## config.mk

```make
export PLATFORM = sky130hd
export DESIGN_NAME = csr_datapath
export DESIGN_NICKNAME = d
export VERILOG_FILES = /design/src/rtl/csr_pkg.sv /design/src/rtl/csr_datapath.sv
export SDC_FILE = /design/constraint.sdc
export NUM_CORES = 2
export LEC_CHECK = 0
export BUFFER_PORTS_ARGS = -buffer_cell sky130_fd_sc_hd__buf_2
export CAP_MARGIN = 20
export CORE_ASPECT_RATIO = 0.5
export CORE_MARGIN = 8
export CORE_UTILIZATION = 60
export CTS_CLUSTER_SIZE = 25
export DETAILED_ROUTE_END_ITERATION = 6
export GPL_ROUTABILITY_DRIVEN = 0
export GPL_TIMING_DRIVEN = 0
export PLACE_DENSITY = 0.75
export SYNTH_ARGS = -nofsm -noshare
export SYNTH_HDL_FRONTEND = slang
export SYNTH_SLANG_ARGS = --single-unit
export TNS_END_PERCENT = 30
```

## constraint.sdc

```tcl
create_clock -name clk_i -period 10.81 [get_ports clk_i]
set_input_delay 0.5405 -clock clk_i [delete_from_list [all_inputs] [get_ports clk_i]]
set_output_delay 0.5405 -clock clk_i [all_outputs]
set_load 0.01 [all_outputs]
```

## src/rtl/csr_pkg.sv

```systemverilog
`timescale 1ns / 1ps
`default_nettype none

package csr_pkg;

  localparam int T_BITS      = 16;
  localparam int STEP_BITS   = 24;
  localparam int PHASE_BITS  = STEP_BITS + 1;
  localparam int OUT_BITS    = 16;
  localparam int OUT_MAX     = 32767;
  localparam int OUT_MIN     = -32768;
  localparam int MAX_RESULTS = 64;
  localparam int CNT_BITS    = $clog2(MAX_RESULTS);

  localparam logic [STEP_BITS-1:0] STEP_RESET = 24'd65536;
  localparam logic [2:0]           FILL_FULL  = 3'd4;

  typedef struct packed {
    logic shift;
    logic issue;
    logic last;
    logic wrap;
  } csr_cmd_t;

  typedef struct packed {
    logic pos_done;
    logic next_done;
    logic adv;
  } csr_stat_t;

endpackage

`default_nettype wire

```

## src/rtl/csr_datapath.sv

```systemverilog
`timescale 1ns / 1ps
`default_nettype none

module csr_datapath #(
  parameter int PHASE_FRAC_BITS = 16,
  parameter int SAMPLE_BITS     = 18
) (
  input  wire logic                                  clk_i,
  input  wire logic                                  rst_ni,
  input  wire logic                                  cfg_we_i,
  input  wire logic [csr_pkg::STEP_BITS-1:0]         cfg_data_i,
  input  wire logic signed [SAMPLE_BITS-1:0]         sample_i,
  input  wire csr_pkg::csr_cmd_t                     cmd_i,
  output csr_pkg::csr_stat_t                         stat_o,
  input  wire logic                                  out_ready_i,
  output logic                                       out_valid_o,
  output logic signed [csr_pkg::OUT_BITS-1:0]        out_sample_o,
  output logic                                       out_last_o
);

  localparam int CoefBits = SAMPLE_BITS + 6;
  localparam int HBits    = SAMPLE_BITS + 22;
  localparam int QBits    = HBits - 17;
  localparam int RBits    = HBits - 16;
  localparam int PhW      = csr_pkg::PHASE_BITS;
  localparam int SW       = csr_pkg::STEP_BITS;
  localparam int TW       = csr_pkg::T_BITS;
  localparam int OW       = csr_pkg::OUT_BITS;

  localparam logic [PhW-1:0] One     = PhW'(1) << PHASE_FRAC_BITS;
  localparam logic [SW-1:0]  MinStep = SW'(One >> 6);
  localparam logic signed [RBits-1:0] SatHi = RBits'(csr_pkg::OUT_MAX);
  localparam logic signed [RBits-1:0] SatLo = RBits'(csr_pkg::OUT_MIN);

  // step and read position
  logic [SW-1:0]  step_q, step_eff;
  logic [PhW-1:0] phase_q, phase_d, sum, wrap_src, wrap_sub;
  logic [TW-1:0]  t_cur;
  logic           adv;

  assign step_eff = (step_q < MinStep) ? MinStep : step_q;
  assign sum      = phase_q + PhW'(step_eff);
  assign wrap_src = cmd_i.issue ? sum : phase_q;
  assign wrap_sub = wrap_src - One;
  assign adv      = !out_valid_o || out_ready_i;

  assign stat_o.pos_done  = (phase_q >= One);
  assign stat_o.next_done = (sum >= One);
  assign stat_o.adv       = adv;

  always_comb begin
    phase_d = phase_q;
    if (cmd_i.wrap) begin
      phase_d = {1'b0, wrap_sub[SW-1:0]};
    end else if (cmd_i.issue) begin
      phase_d = sum;
    end
  end

  if (PHASE_FRAC_BITS >= TW) begin : g_t_trunc
    assign t_cur = phase_q[PHASE_FRAC_BITS-1 -: TW];
  end else begin : g_t_pad
    assign t_cur = {phase_q[PHASE_FRAC_BITS-1:0], {(TW-PHASE_FRAC_BITS){1'b0}}};
  end

  always_ff @(posedge clk_i or negedge rst_ni) begin
    if (!rst_ni) begin
      step_q  <= csr_pkg::STEP_RESET;
      phase_q <= '0;
    end else begin
      if (cfg_we_i) begin
        step_q <= cfg_data_i;
      end
      phase_q <= phase_d;
    end
  end

  // sample window and Catmull-Rom coefficients (doubled units)
  logic signed [SAMPLE_BITS-1:0] win_q [4];
  logic signed [CoefBits-1:0]    e0, e1, e2, e3, a_c, b_c, c_c, d_c;

  always_ff @(posedge clk_i) begin
    if (cmd_i.shift) begin
      win_q[0] <= win_q[1];
      win_q[1] <= win_q[2];
      win_q[2] <= win_q[3];
      win_q[3] <= sample_i;
    end
  end

  assign e0  = CoefBits'(win_q[0]);
  assign e1  = CoefBits'(win_q[1]);
  assign e2  = CoefBits'(win_q[2]);
  assign e3  = CoefBits'(win_q[3]);
  assign c_c = e2 - e0;
  assign a_c = c_c + (e3 - e1) + ((e1 - e2) <<< 2);
  assign b_c = ((e2 - e1) <<< 1) - c_c - a_c;
  assign d_c = e1 <<< 1;

  // Horner pipeline
  logic [3:0]                 vld_q, last_q;
  logic signed [CoefBits-1:0] a0_q, b0_q, c0_q, d0_q, c1_q, d1_q, d2_q;
  logic [TW-1:0]              t0_q, t1_q, t2_q;
  logic signed [HBits-1:0]    h1_q, h2_q, h3_q, h1_d, h2_d, h3_d;
  logic signed [CoefBits+TW:0] p1;
  logic signed [HBits+TW:0]   p2, p3;

  assign p1   = a0_q * $signed({1'b0, t0_q});
  assign h1_d = HBits'(p1) + (HBits'(b0_q) <<< 16);
  assign p2   = h1_q * $signed({1'b0, t1_q});
  assign h2_d = HBits'(p2 >>> 16) + (HBits'(c1_q) <<< 16);
  assign p3   = h2_q * $signed({1'b0, t2_q});
  assign h3_d = HBits'(p3 >>> 16) + (HBits'(d2_q) <<< 16);

  // round half to even, saturate
  logic signed [QBits-1:0] q;
  logic signed [RBits-1:0] qr;
  logic                    rnd_up;
  logic signed [OW-1:0]    sat;

  assign q      = $signed(h3_q[HBits-1:17]);
  assign rnd_up = h3_q[16] && ((h3_q[15:0] != '0) || q[0]);
  assign qr     = RBits'(q) + $signed({{(RBits-1){1'b0}}, rnd_up});

  always_comb begin
    if (qr > SatHi) begin
      sat = OW'(csr_pkg::OUT_MAX);
    end else if (qr < SatLo) begin
      sat = OW'(csr_pkg::OUT_MIN);
    end else begin
      sat = qr[OW-1:0];
    end
  end

  always_ff @(posedge clk_i or negedge rst_ni) begin
    if (!rst_ni) begin
      vld_q       <= '0;
      out_valid_o <= 1'b0;
    end else if (adv) begin
      vld_q       <= {vld_q[2:0], cmd_i.issue};
      out_valid_o <= vld_q[3];
    end
  end

  always_ff @(posedge clk_i) begin
    if (adv) begin
      last_q       <= {last_q[2:0], cmd_i.last};
      a0_q         <= a_c;
      b0_q         <= b_c;
      c0_q         <= c_c;
      d0_q         <= d_c;
      t0_q         <= t_cur;
      h1_q         <= h1_d;
      c1_q         <= c0_q;
      d1_q         <= d0_q;
      t1_q         <= t0_q;
      h2_q         <= h2_d;
      d2_q         <= d1_q;
      t2_q         <= t1_q;
      h3_q         <= h3_d;
      out_sample_o <= sat;
      out_last_o   <= last_q[3];
    end
  end

endmodule

`default_nettype wire

```

==> impl_table.tex <==
\begin{tabular}{lr}
\hline
Metric & Value \\
\hline
\multicolumn{2}{l}{\textbf{Outcome}} \\
Run status & finished with violations \\
Failing checks & design-rule violations \\
\multicolumn{2}{l}{\textbf{Timing}} \\
Hold violation count in the final report & 0 \\
Number of max-slew violations in the final report & 0 \\
Highest clock rate & 0.0965 GHz \\
Unrepaired setup endpoints after global routing & false \\
Max-slew headroom & 22.7\% \\
Period utilisation layout & between 90 and 100\% \\
Time the worst path needs with I/O delays and setup & 10.37 ns \\
Total Negative Setup Slacks & 0 ns \\
Final setup violation count & 0 \\
Slew of the pin with the lowest slew margin & 1.16 ns \\
Layout Skew & 0.0243 ns \\
\multicolumn{2}{l}{\textbf{Detailed routing}} \\
DRC marker count from the first detailed-route iteration & approximately 5300 \\
DRC violations left & 12 \\
Detailed-router iteration count before antenna repair & 7 \\
Count of antenna-violating nets left after detailed routing & 0 \\
Total vias in the final route & 56200 \\
Ratio of routed vias to standard cells & 5.58 \\
DR WL/cell & 20.5 um \\
Final routed wirelength across all metal layers & about 210000 um \\
\multicolumn{2}{l}{\textbf{Synthesis}} \\
Synthesized instance count & 8099 \\
Netlist area before placement & between 70000 and 80000 um\^{}2 \\
Number of storage elements in the synthesis netlist & 452 \\
Syn avg cell area & 9.74 um\^{}2 \\
Proportion of synthesized chip area in sequential cells & 16.9\% \\
Ys flop type & edfxtp\_1 \\
Fraction of synthesis flops using an asynchronous set or reset pin & a little under an eighth \\
Distinct cell type count after synthesis & 70 \\
EDFF count, synth & approximately 400 \\
Synth Net Count & 10300 \\
Count of warnings emitted by yosys & 0 \\
\multicolumn{2}{l}{\textbf{Clock tree}} \\
Clock latency of the later-clocked register in the worst-skew pair & about 0.64 ns \\
Number of H-tree branching levels & 2 \\
Clock net sink count & between 400 and 500 \\
Buffer levels on the longest clock path & 3 \\
Number of buffers inserted during clock tree synthesis & 46 \\
Clock Root Buffer & clkbuf\_16 \\
Clock slew at reported path FFs & 0.07 ns \\
CTS tree & done \\
\multicolumn{2}{l}{\textbf{Cells and area}} \\
Area added between synthesis and finish & 5.92\% \\
Commonest non-fill, non-tap cells in the layout & inv\_1 (1989), fa\_1 (1605), nand2\_1 (1106) \\
Register area & 13300 um\^{}2 \\
Ratio of cells with drive above 1 in the final layout & 3.66\% \\
Total area of multi-input combinational cells & approximately 57000 um\^{}2 \\
Leading cell type in the layout, fill and taps excluded & inv\_1 \\
Fill cell total of the finished layout & 10500 \\
Final Net Count & 10500 \\
\multicolumn{2}{l}{\textbf{Flow run}} \\
Number of max-cap violations & 0 \\
\multicolumn{2}{l}{\textbf{Setup path}} \\
CP Max Fanout & 10 \\
WP buf/inv & 2 \\
Most repeated library cell on the critical path & fa\_1 \\
Endpoint arrival time on the critical path & 10.73 ns \\
CP max stage cell & or4\_1 \\
Nature of the critical path endpoint & flop \\
Cell family contributing the most delay on the critical path & adder cells \\
Largest stage delay, worst path & 0.71 ns \\
Element type at the critical path start & flop \\
Worst Setup Path Type & flop to flop \\
Data required, critical path & 11.17 ns \\
\multicolumn{2}{l}{\textbf{Floorplanning}} \\
Starting density of the core & 60.2\% \\
I/O pin total & 71 \\
Number of rows in the core area & 94 \\
Width of the die & 529 um \\
Core ar. & 131000 um\^{}2 \\
Area of the die & roughly 140000 um\^{}2 \\
Die outline height & 272 um \\
\multicolumn{2}{l}{\textbf{Min path}} \\
Classification of the worst-slack hold path & input port to flop \\
\multicolumn{2}{l}{\textbf{Global route}} \\
Global-route congestion overflow total & 0 \\
Vias in the first global route & 59200 \\
Antenna violations before repair & 15 \\
Wire length of the first global-routing pass & 327000 um \\
Pin count of the biggest net entering global routing & 102 \\
Global-route total usage across every layer & 29.2\% \\
\multicolumn{2}{l}{\textbf{Place}} \\
Port Buf Inserts & $\sim$70 \\
HPWL after DPL & 170000 um \\
\hline
\end{tabular}
-- final timing paths --
check / from / to / slack, ns / cells past startpoint
max: h2_q[13] / h3_q[38] / 0.44 / 31
min: sample_i[10] / win_q[3][10] / 0.08 / 1
max reg2reg: h2_q[13] / h3_q[38] / 0.44 / 31
min reg2reg: last_q[2] / last_q[3] / 0.41 / 0
max in group asynchronous: rst_ni / step_q[16] / 9.79 / 3
min in group asynchronous: rst_ni / phase_q[9] / 0.39 / 2
-- cell usage after synthesis (all sizes together) (20+ instances only) --
cell / n / area (um^2)
a211oi: 20 / 155
a21o: 110 / 826
a21oi: 190 / 955
and2: 621 / 3880
and3: 34 / 213
clkbuf: 294 / 1100
dfrtp: 53 / 1330
edfxtp: 398 / 12000
fa: 1605 / 32100
ha: 548 / 6860
inv: 1989 / 7470
mux2: 44 / 495
nand2: 1106 / 4150
nand2b: 34 / 213
nand3: 50 / 250
nand4: 20 / 125
nor2: 163 / 612
nor2b: 52 / 325
nor3: 51 / 260
o21a: 46 / 345
o21ai: 126 / 631
o21bai: 30 / 225
xnor2: 228 / 2000
xor2: 95 / 832
-- worst reg2reg max path, delay by kind of cell (launching register included) --
family	cells	cell delay, ns
simple gates	7	1.82
compound gates	12	3.03
buf+inv	2	0.60
xor+xnor	2	0.27
flops	1	0.56
fa+ha+maj	8	3.83
-- layout make-up --
class	count	share of cell area, %
Clock buffer	52	1.45
Multi-Input combinational cell	5358	68.2
Sequential cell	452	15.9
Buffer	299	1.44
Antenna cell	5	0.0150
Timing Repair Buffer	102	0.821
Tap cell	1776	2.66
Inverter	1989	8.94
Clock inverter	33	0.539
-- repair_timing --
| action | CTS | global route |
|---|---|---|
| pin swaps | 0 | 2 |
| hold buffers | 1 | 0 |
| resized for setup | 9 | 98 |
| endpoints found under the setup margin | 4 | 7 |
| endpoints found under the hold margin | 18 | 0 |
| setup buffers | 0 | 29 |
-- metrics by stage --
step           cells  instance area [um^2]  utilization [%]  hold WS [ns]  setup WS (ns)
6_report       10100                 83500             63.8        0.0823          0.445
5_1_grt        10100                 83500             63.8        0.0548       0.000581
4_1_cts        10000                 83200             63.6        0.0410       0.000813
3_5_place_dp    9947                 81500             62.3         0.405         -0.434
3_3_place_gp    9943                 81400             62.2         0.401         -0.342
2_1_floorplan   8099                 78900                -         0.245           2.05
-- flip-flops by register name (all words and copies together) (netlist names) --
name,flops
d2_q,18
a0_q,22
h1_q,40
t2_q,16
phase_q,25
out_last_o,1
c1_q,19
d0_q,18
c0_q,19
step_q,24
h2_q,40
h3_q,40
b0_q,23
win_q,72
t1_q,16
out_sample_o,16
vld_q,4
t0_q,16
out_valid_o,1
last_q,4
d1_q,18
-- kinds of logic after synthesis --
logic type      synth area share, %
simple gates                   13.2
compound gates                 5.20
xor+xnor                       3.59
fa+ha+maj                      49.5
buf+inv                        10.9
mux                           0.755
flops                          16.9
-- layer usage --
metal	share of wire [%]	vias up	GRT usage, %
met5	0.013	-	0
met4	4.4	4	10.8
met3	12	581	7.92
met2	44	2864	45.7
met1	39	28100	39.3
li1	-	24600	-
Power is not shown: default switching activity piles up to over one toggle a cycle in this logic, so the estimate is an artifact.
