--- src/rtl/csr_pkg.sv ---
`timescale 1ns / 1ps
`default_nettype none

package csr_pkg;

  localparam int T_BITS      = 16;
  localparam int STEP_BITS   = 24;
  localparam int PHASE_BITS  = STEP_BITS + 1;
  localparam int OUT_BITS    = 16;
  localparam int OUT_MAX     = 32767;
  localparam int OUT_MIN     = -32768;
  localparam int MAX_RESULTS = 64;
  localparam int CNT_BITS    = $clog2(MAX_RESULTS);

  localparam logic [STEP_BITS-1:0] STEP_RESET = 24'd65536;
  localparam logic [2:0]           FILL_FULL  = 3'd4;

  typedef struct packed {
    logic shift;
    logic issue;
    logic last;
    logic wrap;
  } csr_cmd_t;

  typedef struct packed {
    logic pos_done;
    logic next_done;
    logic adv;
  } csr_stat_t;

endpackage

`default_nettype wire

--- src/rtl/csr_ctrl.sv ---
`timescale 1ns / 1ps
`default_nettype none

module csr_ctrl (
  input  wire logic               clk_i,
  input  wire logic               rst_ni,
  input  wire logic               in_valid_i,
  output logic                    in_ready_o,
  input  wire csr_pkg::csr_stat_t stat_i,
  output csr_pkg::csr_cmd_t       cmd_o
);

  localparam logic StIdle = 1'b0;
  localparam logic StRun  = 1'b1;
  localparam logic [csr_pkg::CNT_BITS-1:0] CntLast =
    csr_pkg::CNT_BITS'(csr_pkg::MAX_RESULTS - 1);

  logic                         state_q, state_d;
  logic [2:0]                   fill_q, fill_d, fill_nx;
  logic [csr_pkg::CNT_BITS-1:0] cnt_q, cnt_d;

  assign in_ready_o = (state_q == StIdle);
  assign fill_nx    = (fill_q == csr_pkg::FILL_FULL) ? fill_q : fill_q + 3'd1;

  always_comb begin
    state_d = state_q;
    fill_d  = fill_q;
    cnt_d   = cnt_q;
    cmd_o   = '0;
    case (state_q)
      StIdle: begin
        if (in_valid_i) begin
          cmd_o.shift = 1'b1;
          fill_d      = fill_nx;
          if (fill_nx == csr_pkg::FILL_FULL) begin
            state_d = StRun;
            cnt_d   = '0;
          end
        end
      end
      StRun: begin
        if (stat_i.pos_done) begin
          cmd_o.wrap = 1'b1;
          state_d    = StIdle;
        end else if (stat_i.adv) begin
          cmd_o.issue = 1'b1;
          cnt_d       = cnt_q + csr_pkg::CNT_BITS'(1);
          if (stat_i.next_done || (cnt_q == CntLast)) begin
            cmd_o.last = 1'b1;
            cmd_o.wrap = 1'b1;
            state_d    = StIdle;
          end
        end
      end
      default: begin
        state_d = StIdle;
      end
    endcase
  end

  always_ff @(posedge clk_i or negedge rst_ni) begin
    if (!rst_ni) begin
      state_q <= StIdle;
      fill_q  <= '0;
      cnt_q   <= '0;
    end else begin
      state_q <= state_d;
      fill_q  <= fill_d;
      cnt_q   <= cnt_d;
    end
  end

endmodule

`default_nettype wire

--- config.mk ---
export PLATFORM = sky130hd
export DESIGN_NAME = csr_ctrl
export DESIGN_NICKNAME = d
export VERILOG_FILES = /design/src/rtl/csr_pkg.sv /design/src/rtl/csr_ctrl.sv
export SDC_FILE = /design/constraint.sdc
export NUM_CORES = 1
export LEC_CHECK = 0
export BUFFER_PORTS_ARGS = -buffer_cell sky130_fd_sc_hd__buf_2
export CORE_AREA = 2 2 39 41
export CTS_CLUSTER_SIZE = 12
export DETAILED_ROUTE_END_ITERATION = 8
export DIE_AREA = 0 0 41 43
export GPL_ROUTABILITY_DRIVEN = 1
export PLACE_DENSITY = 0.65
export SLEW_MARGIN = 20
export SYNTH_ARGS = -nofsm -noshare
export SYNTH_HDL_FRONTEND = slang
export SYNTH_SLANG_ARGS = --single-unit
--- constraint.sdc ---
create_clock -name clk_i -period 1.7 [get_ports clk_i]
set_input_delay 0.17 -clock clk_i [delete_from_list [all_inputs] [get_ports clk_i]]
set_output_delay 0.17 -clock clk_i [all_outputs]
set_load 0.02 [all_outputs]
==> results_dict.tcl, run 1 <==
set metrics [dict create \
    outcome "finished, violations left" \
    violations "negative setup slack" \
    layout_setup_ws_ns -0.0578 \
    period_share_pct 103 \
    fin_tns_setup_ns -0.0578 \
    vdd_drop_max_uv 764 \
    met1_usage_pct 22.0 \
    clock_path_buffers 2 \
    critPathLaunch "cnt_q[1]" \
    netlist_instances 61 \
    rsz0062_at_grt "true" \
    nets 93 \
    ys_ff_latch 10 \
    hold_class "in2reg" \
    vias 550 \
    ys_async_sr_fraction_pct 100 \
    dieArea_um2 1760 \
    wl_per_cell_um 13.9 \
    gr-usage-all-layers_pct 19.4 \
    hpwl_um 875 \
    path_buf_inv 1 \
    pre_cts_slack_ns 0.0905 \
    setup_violations 1 \
    drt_pass1_iterations 4 \
    fin_util_pct 56.8 \
    max_stage_delay_ns 0.40 \
    cap_viol_max_count 0 \
    boundaryPins 11 \
    p_total_uw 1160 \
    grt_pass1_vias 543 \
    antenna_cells 0 \
    crit_required_ns 1.53 \
    max_freq_mhz 569 \
    cts_sinks 10 \
    drive_above_1_share_pct 37.3 \
    p_leak_uw 0.000397 \
    crit_type "reg2out" \
    synth_edf_count 0 \
    grt.overflow.total 0 \
    cpLargestDelayFamily "flip-flops" \
    syn_nets 70 \
    grt_max_degree 11 \
    die_x_um 41 \
    drc_errors 0 \
    gp_congestion 0.628 \
    grt_busiest_layer "met2" \
    synthFlopType "dfrtp_1" \
    max-slew-margin-rel_pct 81.4 \
    initialDrtViolationCount 4 \
    start_kind "flip-flop" \
    via_per_inst 5.56 \
    fin_skew_ns 0.00404 \
    hold_path_startpoint "stat_i[2]" \
    antenna_found_initial 0 \
    io_buffers 10 \
    yosysMostFrequentCell "dfrtp_1" \
    critPathCaptureType "primary output" \
    netlist.area_leader.share_pct 42.9 \
    powerDensity_nw_per_um2 1480 \
    htreeDepth 1 \
    cp_max_fo 2 \
    cp_cell_sequence "ha_2, and3_4, a31oi_4, nor2b_2, o21a_1, buf_6" \
    clock_latency_ns 0.27 \
    r2r-start "fill_q[0]" \
    cts_tree "yes" \
    tightest_slew_ns 0.278 \
    fill_cells 120 \
    routed_wl_mm 1.38 \
    syn_area_um2 583 \
    initial_core_util_pct 42.1 \
    syn_area_per_cell_um2 9.56 \
    synth_warnings 0 \
    fp-row-count 14 \
    cp.arrival_ns 1.59 \
    synthDistinctLibCells 25 \
    synthToLayoutAreaGrowth_pct 34.8 \
    use_met3_pct 3.66 \
    numCtsBuffers 3 \
    die_y_um 43 \
    synth_area_leaders "dfrtp_1 (43%), ha_1 (6.4%), and3_1 (4.3%), o211ai_1 (3.9%), nand3b_4 (3.4%)" \
    clockRootBuffer "clkbuf_4" \
    cp_slowest_cell "dfrtp_1" \
    hold_violations 0 \
    yosysSeqAreaShare_pct 42.9 \
    fin_crit_ns 1.76 \
    clk_pin_slew_ns 0.08 \
    grt_pass1_wl_mm 2.27 \
    ant_nets 0 \
    met2_usage_pct 32.2 \
    coreArea_um2 1380 \
    yosysTopAreaCell "dfrtp_1" \
    drv_slew 0 \
]
==> layout make-up <==
class | count | area (µm²) | share of cell area, %
multi-input cells | 45 | 334 | 42.5
inverters | 5 | 18.8 | 2.39
clock buffers | 4 | 36.3 | 4.62
repair buffers | 19 | 126 | 16.1
flip-flops and latches | 10 | 250 | 31.8
well taps | 16 | 20.0 | 2.55
==> power breakdown <==
part | switching, µW | internal (µW)
Clock | 93.9 | 130
Combinational | 302 | 257
Sequential | 68.6 | 308
==> final timing paths <==
check / to / slack, ns / cells past startpoint
max in group asynchronous: cnt_q[0] / 1.21 / 2
hold reg to reg: fill_q[0] / 0.53 / 1
setup / recovery: cmd_o[0] / -0.06 / 6
setup reg to reg: cnt_q[1] / 0.24 / 6
hold / removal: state_q / 0.12 / 2
min in group asynchronous: cnt_q[4] / 0.29 / 2
==> layout by cell type (no fill, tap or decap), types with 2 or more instances in the layout <==
master    instances
and3_1            3
nor2b_1           2
nand3_1           3
nor3_1            4
dfrtp_1          10
ha_1              2
a21oi_1           3
buf_2             9
nor2_1            4
inv_1             4
nand2_1           4
o21ai_1           2
o211ai_1          3
buf_4             8
clkbuf_4          3
==> per-stage QoR <==
step           hold WS, ns  area (µm²)  std cells
2_1_floorplan       -0.126         583         61
3_3_place_gp        0.0416         663         88
3_5_place_dp        0.0458         663         88
4_1_cts              0.116         786         99
5_1_grt              0.130         786         99
6_report             0.118         786         99
==> state kept, by name, summed over array words and instances (netlist names) <==
name	cells
state_q	1
fill_q	3
cnt_q	6
==> metal layers <==
metal	part of all wire, %	up-vias
met5	0	-
met4	2.5	0
met3	4.2	6
met2	52	18
met1	42	262
li1	-	264
==> timing repair <==
action                                 CTS  global route
buffers inserted                         6             0
endpoints found under the hold margin   10             0
setup endpoints to repair                2             2
pin swaps                                2             0
hold buffers                             1             0
gates resized for setup                  7             0
==> cells by family after synthesis <==
| group | share of synthesized area [%] |
|---|---|
| adder cells (fa/ha/maj) | 6.44 |
| buffers and inverters | 4.08 |
| XOR/XNOR | 4.29 |
| AND/OR/NAND/NOR | 25.8 |
| flip-flops | 42.9 |
| AO/OA/AOI/OAI | 16.5 |
Note: power is estimated with default switching activity, not from simulation.
==> inputs of run 2 (changes only) <==
--- a/config.mk
+++ b/config.mk
@@ -5,13 +5,12 @@
 export SDC_FILE = /design/constraint.sdc
 export NUM_CORES = 1
 export LEC_CHECK = 0
-export BUFFER_PORTS_ARGS = -buffer_cell sky130_fd_sc_hd__buf_2
 export CORE_AREA = 2 2 39 41
 export CTS_CLUSTER_SIZE = 12
 export DETAILED_ROUTE_END_ITERATION = 8
 export DIE_AREA = 0 0 41 43
+export DONT_BUFFER_PORTS = 1
 export GPL_ROUTABILITY_DRIVEN = 1
-export PLACE_DENSITY = 0.65
 export SLEW_MARGIN = 20
 export SYNTH_ARGS = -nofsm -noshare
 export SYNTH_HDL_FRONTEND = slang
==> run 2 against run 1 <==
- cell area fell by 11%
- largest power group unchanged
- routed wire length fell by 17%
- setup slack improved by 0.089 ns
- the flow now finishes without violations
==> results_dict.tcl, run 2 (synthesized netlist as in run 1, its figures left out) <==
set metrics [dict create \
    outcome "finished, final reports clean" \
    fin_util_pct 50.4 \
    htreeDepth 1 \
    max_freq_mhz 599 \
    cp_max_fo 3 \
    seqPwrFrac_pct 35.5 \
    routed_wl_mm 1.14 \
    cts_sinks 10 \
    dieArea_um2 1760 \
    vias 479 \
    crit_required_ns 1.53 \
    fin_crit_ns 1.67 \
    antenna_found_initial 0 \
    fp-row-count 14 \
    gp_congestion 0.654 \
    switching_share_pct 41.6 \
    boundaryPins 11 \
    clkPwrFrac_pct 15.8 \
    crit_type "reg2out" \
    regArea_um2 250 \
    cp_slowest_cell "dfrtp_1" \
    drv_slew 0 \
    clk_pin_slew_ns 0.07 \
    rsz0062_at_grt "true" \
    final_area_um2 697 \
    clock_path_buffers 2 \
    use_met3_pct 3.14 \
    pre_cts_slack_ns 0.139 \
    max-slew-margin-rel_pct 68.3 \
    antenna_cells 0 \
    reg2reg_setup_slack_ns 0.26 \
    numCtsBuffers 3 \
    nets 80 \
    met1_usage_pct 20.3 \
    start_kind "flip-flop" \
    tightest_slew_ns 0.474 \
    drc_errors 0 \
    dp.cells 77 \
    hold_violations 0 \
    grt.overflow.total 0 \
    grt_pass1_vias 457 \
    hold_class "in2reg" \
    min_to "state_q" \
    layout_setup_ws_ns 0.0316 \
    largest_reg_flops 6 \
    multi_input_area_um2 338 \
    regMostFlops "cnt_q" \
    die_y_um 43 \
    initial_core_util_pct 42.1 \
    cp_cell_sequence "ha_2, and3_4, a31oi_4, nor2b_2, o21a_2" \
    cts_tree "yes" \
    fin_skew_ns 0.00412 \
    max_stage_delay_ns 0.39 \
    grt_busiest_layer "met2" \
    r2r-start "fill_q[0]" \
    r2r_cells 6 \
    p_leak_uw 0.000331 \
    place_area_um2 606 \
    critPathCaptureType "primary output" \
    wl_per_cell_um 13.4 \
    hold_path_depth 1 \
    r2r_end "cnt_q[5]" \
    hpwl_um 768 \
    mostFrequentLayoutCells "dfrtp_1 (10), buf_4 (5), inv_1 (4), nand2_1 (4), nor3_1 (4)" \
    synthToLayoutAreaGrowth_pct 19.5 \
    switchingPower_uw 434 \
    die_x_um 41 \
    drt_pass1_iterations 4 \
    clockRootBuffer "clkbuf_4" \
    power_frac_comb_pct 48.7 \
    fill_cells 120 \
    ant_nets 0 \
    power.internal_uw 609 \
    coreArea_um2 1380 \
    final_common_cell "dfrtp_1" \
    clock_latency_ns 0.27 \
    grt_pass1_wl_mm 1.83 \
    via_per_inst 5.64 \
    initialDrtViolationCount 6 \
    setup_violations 0 \
    drive_above_1_share_pct 27.5 \
    gr-usage-all-layers_pct 14.9 \
    cap_viol_max_count 0 \
    met2_usage_pct 22.2 \
    reg.largest.list "cnt_q: 6 flops, fill_q: 3 flops, state_q: 1 flops" \
    grt_max_degree 11 \
    cp.arrival_ns 1.50 \
    vdd_drop_max_uv 756 \
    hold_path_startpoint "stat_i[2]" \
    period_share_pct 98.1 \
    io_buffers 0 \
    powerDensity_nw_per_um2 1500 \
    stdcell_count 85 \
]
run 2: cell types whose count changed in the layout (fill, tap and decap cells not counted):
cell / delta
buf_2: -9
buf_4: -3
buf_6: -1
clkbuf_8: -1
nor2_1: -1
nor2_2: +1
o21a_1: -1
o21a_2: +1
run 2: metrics by stage:
stage | total power [µW] | hold slack [ns] | setup TNS, ns
CTS | 1030 | 0.00909 | 0
finish | 1040 | 0.0147 | 0
global route | 1120 | 0.00631 | -0.00988
floorplan | 749 | -0.126 | 0
detailed placement | 822 | -0.125 | 0
global placement | 821 | -0.125 | 0
run 2: cell type report:
class,instances,area share (%)
inverter,5,2.69
multi-input combinational,45,48.5
tap,16,2.87
timing repair buffer,6,6.82
sequential,10,35.9
clock buffer,3,3.23
run 2: timing repair:
item                                    CTS  global route
buffers inserted                          3             1
hold buffers                              1             0
hold endpoints to repair                 10             0
pin swaps                                 2             1
endpoints found under the setup margin    1             1
gates resized for setup                   5             2
run 2: power groups by stage:
stage / combinational (µW) / sequential (µW) / clock (µW)
finish: 508 / 371 / 164
global route: 559 / 381 / 180
CTS: 490 / 372 / 171
detailed placement: 436 / 386 / 0
global placement: 438 / 383 / 0
floorplan: 377 / 372 / 0
run 2: worst max path at each step:
stage                  start        to  slack (ns)  cells past startpoint
finish              cnt_q[0]  cmd_o[0]        0.03                      5
global route        cnt_q[0]  cmd_o[0]       -0.01                      5
CTS                 cnt_q[0]  cmd_o[0]      0.0007                      5
detailed placement  cnt_q[0]  cmd_o[0]        0.14                      5
global placement    cnt_q[0]  cmd_o[0]        0.17                      5
floorplan           cnt_q[0]  cmd_o[0]        0.22                      5
run 2: routing by layer:
layer | routed length, µm | share of wire (%)
met3 | 47 | 4.1
met1 | 497 | 44
met2 | 580 | 51
met5 | 0 | 0
met4 | 13 | 1.1
run 2: worst max-delay path: cells and delay by family, from the launching register on:
kind / cells / cell delay [ns]
AOI/OAI and AO/OA: 2 / 0.39
DFF: 1 / 0.39
adders and majority gates: 1 / 0.20
and+or+nand+nor: 2 / 0.25
